`config.mk`:
```
export PLATFORM = sky130hd
export DESIGN_NAME = integer_to_four_digit_display
export DESIGN_NICKNAME = d
export VERILOG_FILES = /design/src/rtl/core/itfdd_pkg.sv /design/src/rtl/core/itfdd_dabble_stage.sv /design/src/rtl/core/integer_to_four_digit_display.sv
export SDC_FILE = /design/constraint.sdc
export NUM_CORES = 2
export LEC_CHECK = 0
export ABC_CLOCK_PERIOD_IN_PS = 23400
export BUFFER_PORTS_ARGS = -buffer_cell sky130_fd_sc_hd__buf_2
export CAP_MARGIN = 20
export CORE_ASPECT_RATIO = 0.5
export CORE_UTILIZATION = 50
export CTS_CLUSTER_SIZE = 25
export DETAILED_ROUTE_END_ITERATION = 10
export HOLD_SLACK_MARGIN = 0.02
export PLACE_DENSITY = 0.68
export SLEW_MARGIN = 10
export SYNTH_ARGS = -nofsm -noshare
export SYNTH_HDL_FRONTEND = slang
export SYNTH_SLANG_ARGS = --single-unit
```
`constraint.sdc`:
```
create_clock -name clock -period 23.4 [get_ports clock]
set_clock_uncertainty 0.05 [all_clocks]
set_input_delay 1.17 -clock clock [delete_from_list [all_inputs] [get_ports clock]]
set_output_delay 1.17 -clock clock [all_outputs]
set_load 0.01 [all_outputs]
```
`src/rtl/core/itfdd_pkg.sv`:
```
`default_nettype none
package itfdd_pkg;

   localparam int DIGITS_PER_HALF = 4;
   localparam int BCD_DIGITS      = 20;
   localparam int VALUE_WIDTH     = 64;
   localparam int STEPS_PER_STAGE = 8;
   localparam int DABBLE_STAGES   = VALUE_WIDTH / STEPS_PER_STAGE;

   localparam logic [4:0] SYM_L     = 5'd18;
   localparam logic [4:0] SYM_O     = 5'd20;
   localparam logic [4:0] SYM_MINUS = 5'd26;
   localparam logic [4:0] SYM_BLANK = 5'd27;
   localparam logic [4:0] SYM_ZERO  = 5'd0;

   typedef struct packed {
      logic       neg;
      logic [1:0] chip;
      logic       half;
   } side_type;

   typedef struct packed {
      logic [4*BCD_DIGITS-1:0] bcd;
      logic [VALUE_WIDTH-1:0]  bin;
      side_type                side;
   } dd_type;

   function automatic dd_type dabble_steps(input dd_type x);
      dd_type y;
      y = x;
      for (int s = 0; s < STEPS_PER_STAGE; s++) begin
         for (int d = 0; d < BCD_DIGITS; d++) begin
            if (y.bcd[4*d +: 4] >= 4'd5) begin
               y.bcd[4*d +: 4] = y.bcd[4*d +: 4] + 4'd3;
            end
         end
         y.bcd = {y.bcd[4*BCD_DIGITS-2:0], y.bin[VALUE_WIDTH-1]};
         y.bin = {y.bin[VALUE_WIDTH-2:0], 1'b0};
      end
      return y;
   endfunction

endpackage
`default_nettype wire

```
`src/rtl/core/itfdd_dabble_stage.sv`:
```
`default_nettype none
module itfdd_dabble_stage
   import itfdd_pkg::*;
(
   input  wire logic   clock,
   input  wire logic   reset,
   input  wire logic   en,
   input  wire logic   in_valid,
   input  wire dd_type in_data,
   output logic        out_valid,
   output dd_type      out_data
);

   logic   valid_ff;
   dd_type data_ff;
   dd_type data_in;

   assign data_in = dabble_steps(in_data);

   always_ff @(posedge clock) begin
      if (reset) begin
         valid_ff <= 1'b0;
      end else if (en) begin
         valid_ff <= in_valid;
      end
   end

   always_ff @(posedge clock) begin
      if (en) begin
         data_ff <= data_in;
      end
   end

   assign out_valid = valid_ff;
   assign out_data  = data_ff;

endmodule
`default_nettype wire

```
`src/rtl/core/integer_to_four_digit_display.sv`:
```
`default_nettype none
// Channel  Direction  tdata fields (low bit up)                          tlast
// req      in         value[63:0] chip_sel[65:64] half[67:66]            -
// rsp      out        chip_out[1:0] digit_reg[5:2] symbol[10:6] point[11] last
//
// An item passes an input register, eight conversion stages of eight
// shift-and-correct steps each, and then a symbol stage that loads the writer.
// Each accepted item with half 0 or 1 yields four write transactions on the
// single output port, and the pipeline holds until the last of them is taken.
// A half above one is dropped at the input register. Reset is synchronous and
// clears every valid bit. A stalled output holds the whole pipeline.
module integer_to_four_digit_display
   import itfdd_pkg::*;
(
   input  wire logic        clock,
   input  wire logic        reset,
   input  wire logic        req_tvalid,
   output logic             req_tready,
   input  wire logic [71:0] req_tdata,   // value, chip_sel, half
   output logic             rsp_tvalid,
   input  wire logic        rsp_tready,
   output logic [15:0]      rsp_tdata,   // chip_out, digit_reg, symbol, point
   output logic             rsp_tlast
);

   logic   en;
   logic   in_valid_ff;
   dd_type in_data_ff;
   dd_type in_data_in;

   logic   st_valid [DABBLE_STAGES+1];
   dd_type st_data  [DABBLE_STAGES+1];

   logic       out_valid_ff;
   logic [1:0] pos_ff;
   logic [4:0] sym_ff [DIGITS_PER_HALF];
   logic [4:0] sym_in [DIGITS_PER_HALF];
   logic [DIGITS_PER_HALF-1:0] pt_ff;
   logic [DIGITS_PER_HALF-1:0] pt_in;
   side_type   side_ff;

   logic [VALUE_WIDTH-1:0] raw;
   logic [3:0] dig [BCD_DIGITS];
   logic [4:0] n;
   logic [4:0] ex;
   logic [4:0] idx;
   logic       lead;
   logic [2:0] shown;
   logic [3:0] reg_addr;

   assign en         = !out_valid_ff || (rsp_tready && pos_ff == 2'd3);
   assign req_tready = en;

   always_comb begin
      raw                  = req_tdata[63:0];
      in_data_in.bcd       = '0;
      in_data_in.bin       = raw[63] ? (~raw + 64'd1) : raw;
      in_data_in.side.neg  = raw[63];
      in_data_in.side.chip = req_tdata[65:64];
      in_data_in.side.half = req_tdata[66];
   end

   always_ff @(posedge clock) begin
      if (reset) begin
         in_valid_ff <= 1'b0;
      end else if (en) begin
         in_valid_ff <= req_tvalid && !req_tdata[67];
      end
   end

   always_ff @(posedge clock) begin
      if (en) begin
         in_data_ff <= in_data_in;
      end
   end

   assign st_valid[0] = in_valid_ff;
   assign st_data[0]  = in_data_ff;

   for (genvar g = 0; g < DABBLE_STAGES; g++) begin : g_dabble
      itfdd_dabble_stage u_stage (
         .clock     (clock),
         .reset     (reset),
         .en        (en),
         .in_valid  (st_valid[g]),
         .in_data   (st_data[g]),
         .out_valid (st_valid[g+1]),
         .out_data  (st_data[g+1])
      );
   end

   always_comb begin
      n = '0;
      for (int d = 0; d < BCD_DIGITS; d++) begin
         dig[d] = st_data[DABBLE_STAGES].bcd[4*d +: 4];
         if (dig[d] != 4'd0) begin
            n = 5'(d + 1);
         end
      end
      lead  = st_data[DABBLE_STAGES].side.neg;
      shown = lead ? 3'd3 : 3'd4;
      ex    = n - {2'b00, shown};
      pt_in = '0;
      idx   = '0;
      for (int i = 0; i < DIGITS_PER_HALF; i++) begin
         sym_in[i] = SYM_ZERO;
      end
      if (lead && n >= 5'd19) begin
         sym_in[0] = SYM_MINUS;
         sym_in[1] = SYM_BLANK;
         sym_in[2] = SYM_L;
         sym_in[3] = SYM_O;
      end else if (n != 5'd0) begin
         if (lead) begin
            sym_in[0] = SYM_MINUS;
         end
         if (n < {2'b00, shown}) begin
            for (int i = 0; i < DIGITS_PER_HALF; i++) begin
               if (i >= 1 || !lead) begin
                  if (5'(DIGITS_PER_HALF - 1 - i) < n) begin
                     sym_in[i] = {1'b0, dig[DIGITS_PER_HALF - 1 - i]};
                  end
               end
            end
         end else begin
            for (int i = 0; i < DIGITS_PER_HALF; i++) begin
               if (i >= 1 || !lead) begin
                  idx = n - 5'd1 - 5'(i) + {4'd0, lead};
                  sym_in[i] = {1'b0, dig[idx]};
               end
               pt_in[i] = ex[DIGITS_PER_HALF - 1 - i];
            end
         end
      end
   end

   always_ff @(posedge clock) begin
      if (reset) begin
         out_valid_ff <= 1'b0;
         pos_ff       <= '0;
      end else if (en) begin
         out_valid_ff <= st_valid[DABBLE_STAGES];
         pos_ff       <= '0;
      end else if (rsp_tready) begin
         pos_ff <= pos_ff + 2'd1;
      end
   end

   always_ff @(posedge clock) begin
      if (en) begin
         for (int i = 0; i < DIGITS_PER_HALF; i++) begin
            sym_ff[i] <= sym_in[i];
         end
         pt_ff   <= pt_in;
         side_ff <= st_data[DABBLE_STAGES].side;
      end
   end

   assign reg_addr   = {1'b0, side_ff.half, 2'b00} + {2'b00, pos_ff} + 4'd1;
   assign rsp_tvalid = out_valid_ff;
   assign rsp_tlast  = (pos_ff == 2'd3);
   assign rsp_tdata  = {4'd0, pt_ff[pos_ff], sym_ff[pos_ff], reg_addr, side_ff.chip};

`ifndef NO_ASSERTIONS
   a_run_continues: assert property (@(posedge clock) disable iff (reset)
      rsp_tvalid && rsp_tready && !rsp_tlast |=> rsp_tvalid)
      else $error("write run broke off before its last transaction");

   a_addr_steps: assert property (@(posedge clock) disable iff (reset)
      rsp_tvalid && rsp_tready && !rsp_tlast |=> rsp_tdata[5:2] == $past(rsp_tdata[5:2]) + 4'd1)
      else $error("digit register address did not advance by one");

   a_no_take_mid_run: assert property (@(posedge clock) disable iff (reset)
      rsp_tvalid && !rsp_tlast |-> !req_tready)
      else $error("input taken while a write run is unfinished");

   a_reset_clears: assert property (@(posedge clock)
      reset |=> !rsp_tvalid)
      else $error("output valid after reset");
`endif

endmodule
`default_nettype wire
```
Yosys cells after proc, flatten, opt, wreduce, memory -nomap -nowiden
Memories as Yosys holds them, arrays and structs flattened. A register that Yosys moved wholly into a read port is not among the register bits.
Index checks and enable logic that the tools add are counted.
- register bits after elaboration: 911
- bits of input ports: 76
- bits in writable memories: 20
- bits in read-only memories: 0
- output and inout bits: 19
- bits in latches: 0
- memories: 1
- logic and storage cells: 3381
- $add $sub $neg: 1083
- multiply operators: 0
- eq/ne operators: 1
- shift operators: 0
- muxes and demuxes: 1120
- reduce and logical (&&, ||, !) cells: 29
- magnitude comparators: 1081
- div/mod/pow operators: 0
- bitwise gates (word level): 6
- memory list (name ; depth ; width ; rd ports ; clocked after Yosys merged registers in ; write ports ; line ; text):
    sym_ff ; 4 ; 5 ; 1 ; 1 ; 4 ; integer_to_four_digit_display.sv:36 ; logic [4:0] sym_ff [DIGITS_PER_HALF];
- operators with widths (operator ; count):
    $ge A4 B3 Y1 const B ; 1050
    $mux W4 ; 1035
    $add A4 B2 Y4 const B ; 1007
    $mux W3 ; 45
    $add A3 B2 Y3 const B ; 43
    $mux W5 ; 23
    $bmux W4 S5 ; 4
    $reduce_bool A4 Y1 ; 20
    $add A64 B1 Y64 const B ; 1
    $not A64 Y64 ; 1
    $mux W63 ; 1
    $mux W20 ; 3
    $add A1 B2 Y3 const B ; 18
    $ge A1 B3 Y1 const B ; 18
    $ge A6 B6 Y1 const B ; 4
    $not A5 Y6 ; 4
    $add A5 B1 Y5 ; 4
    $lt A1 B5 Y1 const A ; 2
    $lt A2 B5 Y1 const A ; 2
    $sub A5 B1 Y5 const B ; 2
    $sub A5 B2 Y5 const B ; 2
    $add A1 B2 Y3 const AB ; 2
    $ge A1 B3 Y1 const AB ; 2
    $mux W1 ; 6
    17 further kinds ; 21

Depth between registers and ports, before layout
- depth after elaboration: 31
- mapped depth: 38

By module
Synthesis repeated with hierarchy kept, for this count alone.
- cells, all modules: 28786
- area, all modules: 214583.3 µm²
- by module, submodules not included (module ; seq. area each (µm²) ; instances ; area each (µm²) ; cells each):
    itfdd_dabble_stage ; 4224.1 ; 8 ; 25758.5 ; 3508
    integer_to_four_digit_display ; 2912.8 ; 1 ; 8515.7 ; 722

Least setup slack after synthesis
Ideal clock, no wire load.
- path type: input to register
- start point: in rsp_tready
- end point: reg g_dabble[0].u_stage.data_ff (netlist bit g_dabble[0].u_stage.out_data[0]), enable pin
- library setup time: 1377 ps
- setup slack: 780 ps
- arrival: 21193 ps
- buffers on the path: 1
- cell stages on the path: 4
- cell sequence: nand2_1 > and2_1 > inv_1 > clkbuf_1
- word-level cells in the longest chain between the ends: 2
- RTL lines (what ; line ; text):
    start: declaration ; integer_to_four_digit_display.sv:21 ; input wire logic rsp_tready,
    $logic_and A1 B1 Y1 ; integer_to_four_digit_display.sv:51 ; assign en = !out_valid_ff || (rsp_tready && pos_ff == 2'd3);
    $logic_or A1 B1 Y1 ; integer_to_four_digit_display.sv:51 ;
    named net req_tready ; integer_to_four_digit_display.sv:18 ; output logic req_tready,
    end signal: assignment ; itfdd_dabble_stage.sv:30 ; data_ff <= data_in;
    end: declaration ; itfdd_dabble_stage.sv:15 ; dd_type data_ff;
The timed path passes the listed nets, and every way through them passes these cells.
A chain may end at the register's enable or synchronous reset.

==> summary.txt <==
Outcome
  • Status: finished, violations left
  • Failing checks: DRC

Critical path
  • Arr. time, crit path: 8.54 ns
  • CP max stage cell: a2bb2oi_1
  • Kind of critical path: reg2reg
  • Reg2reg end: g_dabble[2].u_stage.out_data[76]
  • FF-to-FF path depth: 35
  • Worst R2R Start: g_dabble[1].u_stage.out_data[68]
  • CP peak stage delay: 0.76 ns
  • CP Capture Type: flop
  • Largest fanout on the critical path: 13
  • WP data required: 23.83 ns
  • Startpoint Class: flop
  • Flop-to-flop setup slack: 15.29 ns

Worst hold path
  • Worst hold stages: 0
  • Hold path startpoint: g_dabble[2].u_stage.out_data[29]
  • Min-Delay Endpoint: g_dabble[3].u_stage.out_data[37]
  • Hold Crit Class: reg2reg

Floorplanning
  • Die ar.: 215000 µm²
  • Cell row count: 119
  • Starting Density: 0.504
  • Core ar.: 211000 µm²
  • Die X: 655 µm
  • IO Pins: 95
  • Die height: 328 µm

Route
  • Antenna-violating nets left: 0
  • DRC viols: 10
  • Top Layer Used: met4
  • DR WL/cell: 14.2 µm
  • Vias: 99000
  • Via-to-Cell Ratio: 6.04
  • Met2 Wirelength: 104 mm
  • Routed wl met3: 7.40 mm
  • DR iter-0 viols: 6133
  • Post-Route M1 WL: 115 mm
  • WL final: 232 mm
  • DRT Pass-1 Iters: 9

STA
  • F_max: 0.123 GHz
  • Final hold violation count: 0
  • Final period demand of the worst path: 8.11 ns
  • Final worst path period share: 0.347
  • Final setup violation count: 0
  • Slew Limit Fails: 0
  • RSZ-0062 raised after global routing: no
  • Worst-margin pin slew: 1.02 ns
  • Max-slew headroom: 0.315
  • Setup TNS: 0 ns

Yosys
  • Synth area leaders: edfxtp_1, ha_1, o21ai_0
  • Seq/Total Area, Yosys: 0.206
  • Ys flop type: edfxtp_1
  • Post-Syn Area: 107000 µm²
  • Number of synthesized flops with an enable pin: 723
  • Cells after Synth: 13600
  • Top cell type's share of synthesized area: 0.204
  • Synth warn: 0
  • Asr flop ratio synth: 0
  • Number of distinct library cells after synthesis: 146
  • Synth area leader: edfxtp_1
  • Syn Area/Cell: 7.85 µm²
  • Register bit total from synthesis: 737

GRT
  • Overflow after GRT: 0
  • Largest net degree at the start of global routing: 136
  • Initial antenna violation count: 2
  • First-pass GRT wire length: 394 mm
  • Gr usage total: 0.204
  • Vias in the first global route: 87400

Layout
  • Area growth syn-to-layout: 5.57%
  • Fillers: 20000
  • Layout Nets: 14200
  • Share of cells above drive strength 1: 0.0888

CTS
  • CTS clk-pin slew, worst paths: 0.07 ns
  • Post-CTS Setup Repair Bufs: 0
  • Worst skew pair latency: 0.74 ns
  • Maximum root-to-sink buffer count: 3
  • Post-CTS Hold Buffers: 0
  • Post-CTS sizing: 0
  • CTS sink count: 737
  • Root Driver: clkbuf_16
  • Max H-tree Level: 3
  • CTS tree: yes
  • CTS Buf Count: 78

Run
  • MaxCap Viol Count: 0

Placed design
  • Final weighted congestion in routability-driven placement: 0.898
  • Detailed placement HPWL: 178 mm
  • Port bufs: 86
stage by stage:
stage	hold WS, ns	area [µm²]	utilization	worst slack, ns	std cells
finish	0.351	112000	0.533	15.29	16400
global route	0.363	112000	0.533	14.34	16400
CTS	0.353	112000	0.532	15.37	16400
detailed placement	0.355	110000	0.519	15.39	16200
global placement	0.350	110000	0.519	15.66	16200
floorplan	0.350	107000	-	0.780	13600
synth_stat cells (39+ instances only):
master,instances
a211o_1,125
o21ai_0,1045
nor4_1,64
nor3_1,311
mux2i_1,492
o211ai_1,204
inv_1,867
a22o_1,39
o32ai_1,42
a31oi_1,148
o31ai_1,100
nand3b_1,70
nand4_1,51
nor2b_1,219
a22oi_1,95
edfxtp_1,723
and3_1,152
a21o_1,189
or2_2,261
mux4_2,86
a2bb2oi_1,70
o21a_1,168
nand2_1,1204
clkbuf_1,254
o221ai_1,65
nand2b_1,292
o21ai_1,102
o21bai_1,112
a221o_1,48
xnor2_1,343
or3_1,198
nor2_1,1124
a211oi_1,339
nand3_1,358
mux2_2,320
a21oi_1,902
and2_1,223
o211a_1,89
ha_1,612
xor2_1,111
a21boi_0,105
o22ai_1,177
o2bb2ai_1,48
a221oi_1,70
sequential cells by signal, indices dropped and copies added (netlist names), named ones only:
| name | flops |
|---|---|
| g_dabble.u_stage.out_data | 630 |
| in_data_ff | 68 |
| sym_ff | 18 |
| g_dabble.u_stage.out_valid | 8 |
| pt_ff | 4 |
| pos_ff | 2 |
| rsp_tdata | 2 |
| in_valid_ff | 1 |
| rsp_tvalid | 1 |
| side_ff | 1 |
placed cells by master (no fill, tap or decap), drive strengths merged, types with 109 or more instances in the layout:
cell | synthesis | final
a211o | 125 | 125
a211oi | 356 | 356
a21boi | 127 | 127
a21o | 189 | 189
a21oi | 905 | 905
a31oi | 149 | 149
and2 | 233 | 233
and3 | 153 | 153
buf | 52 | 126
edfxtp | 723 | 723
ha | 612 | 612
inv | 882 | 902
mux2 | 325 | 325
mux2i | 494 | 494
nand2 | 1207 | 1207
nand2b | 292 | 292
nand3 | 359 | 359
nor2 | 1124 | 1124
nor2b | 219 | 219
nor3 | 321 | 321
o211ai | 210 | 210
o21a | 168 | 168
o21ai | 1150 | 1150
o21bai | 114 | 114
o22ai | 184 | 184
o31ai | 109 | 109
or2 | 290 | 290
or3 | 203 | 203
xnor2 | 359 | 359
xor2 | 112 | 112
metal layers:
metal	up-vias	GRT usage
met1	45800	0.279
li1	51600	-
met5	-	0
met4	0	0.0506
met3	252	0.0215
met2	1357	0.344
final cells by class:
class | count | area [µm²] | area share
clock inverter | 62 | 855 | 0.00760
multi-input combinational | 11600 | 80000 | 0.711
clock buffer | 81 | 1960 | 0.0175
sequential | 737 | 22000 | 0.196
antenna | 1 | 2.50 | 0.0000223
inverter | 891 | 3350 | 0.0298
tap | 2843 | 3560 | 0.0316
timing repair buffer | 127 | 743 | 0.00661
critical path: cells and delay by family (launching register included):
kind,cells,cell delay [ns]
AOI/OAI and AO/OA,13,3.13
DFF,1,0.48
adders and majority gates,6,1.36
and+or+nand+nor,8,1.60
buffers and inverters,6,0.59
xor gates and xnor gates,2,0.64
worst max-delay path by stage:
stage / startpoint / to / slack, ns / cells past startpoint
global route: g_dabble[1].u_stage.out_data[68] / g_dabble[2].u_stage.out_data[76] / 14.34 / 35
global placement: g_dabble[1].u_stage.out_data[68] / g_dabble[2].u_stage.out_data[76] / 15.66 / 35
detailed placement: g_dabble[1].u_stage.out_data[68] / g_dabble[2].u_stage.out_data[76] / 15.39 / 35
CTS: g_dabble[1].u_stage.out_data[68] / g_dabble[2].u_stage.out_data[76] / 15.37 / 35
finish: g_dabble[1].u_stage.out_data[68] / g_dabble[2].u_stage.out_data[76] / 15.29 / 35
floorplan: rsp_tready / g_dabble[0].u_stage.out_data[0] / 0.78 / 4
cells by family (layout without fill, tap and decap cells):
logic type               count (synthesis)  count (layout)  synth area share
XOR/XNOR                               475             475            0.0409
AND/OR/NAND/NOR                       4739            4739             0.221
flip-flops                             737             737             0.206
AO/OA/AOI/OAI                         4881            4881             0.316
other                                    1               5         0.0000352
buffers and inverters                 1198            1161            0.0431
multiplexers                           905             905            0.0991
adder cells (fa/ha/maj)                634             634            0.0741
Power is left out: the tool's default activity adds up to more than one toggle a clock period on the data nets, which glitch-free logic cannot reach.
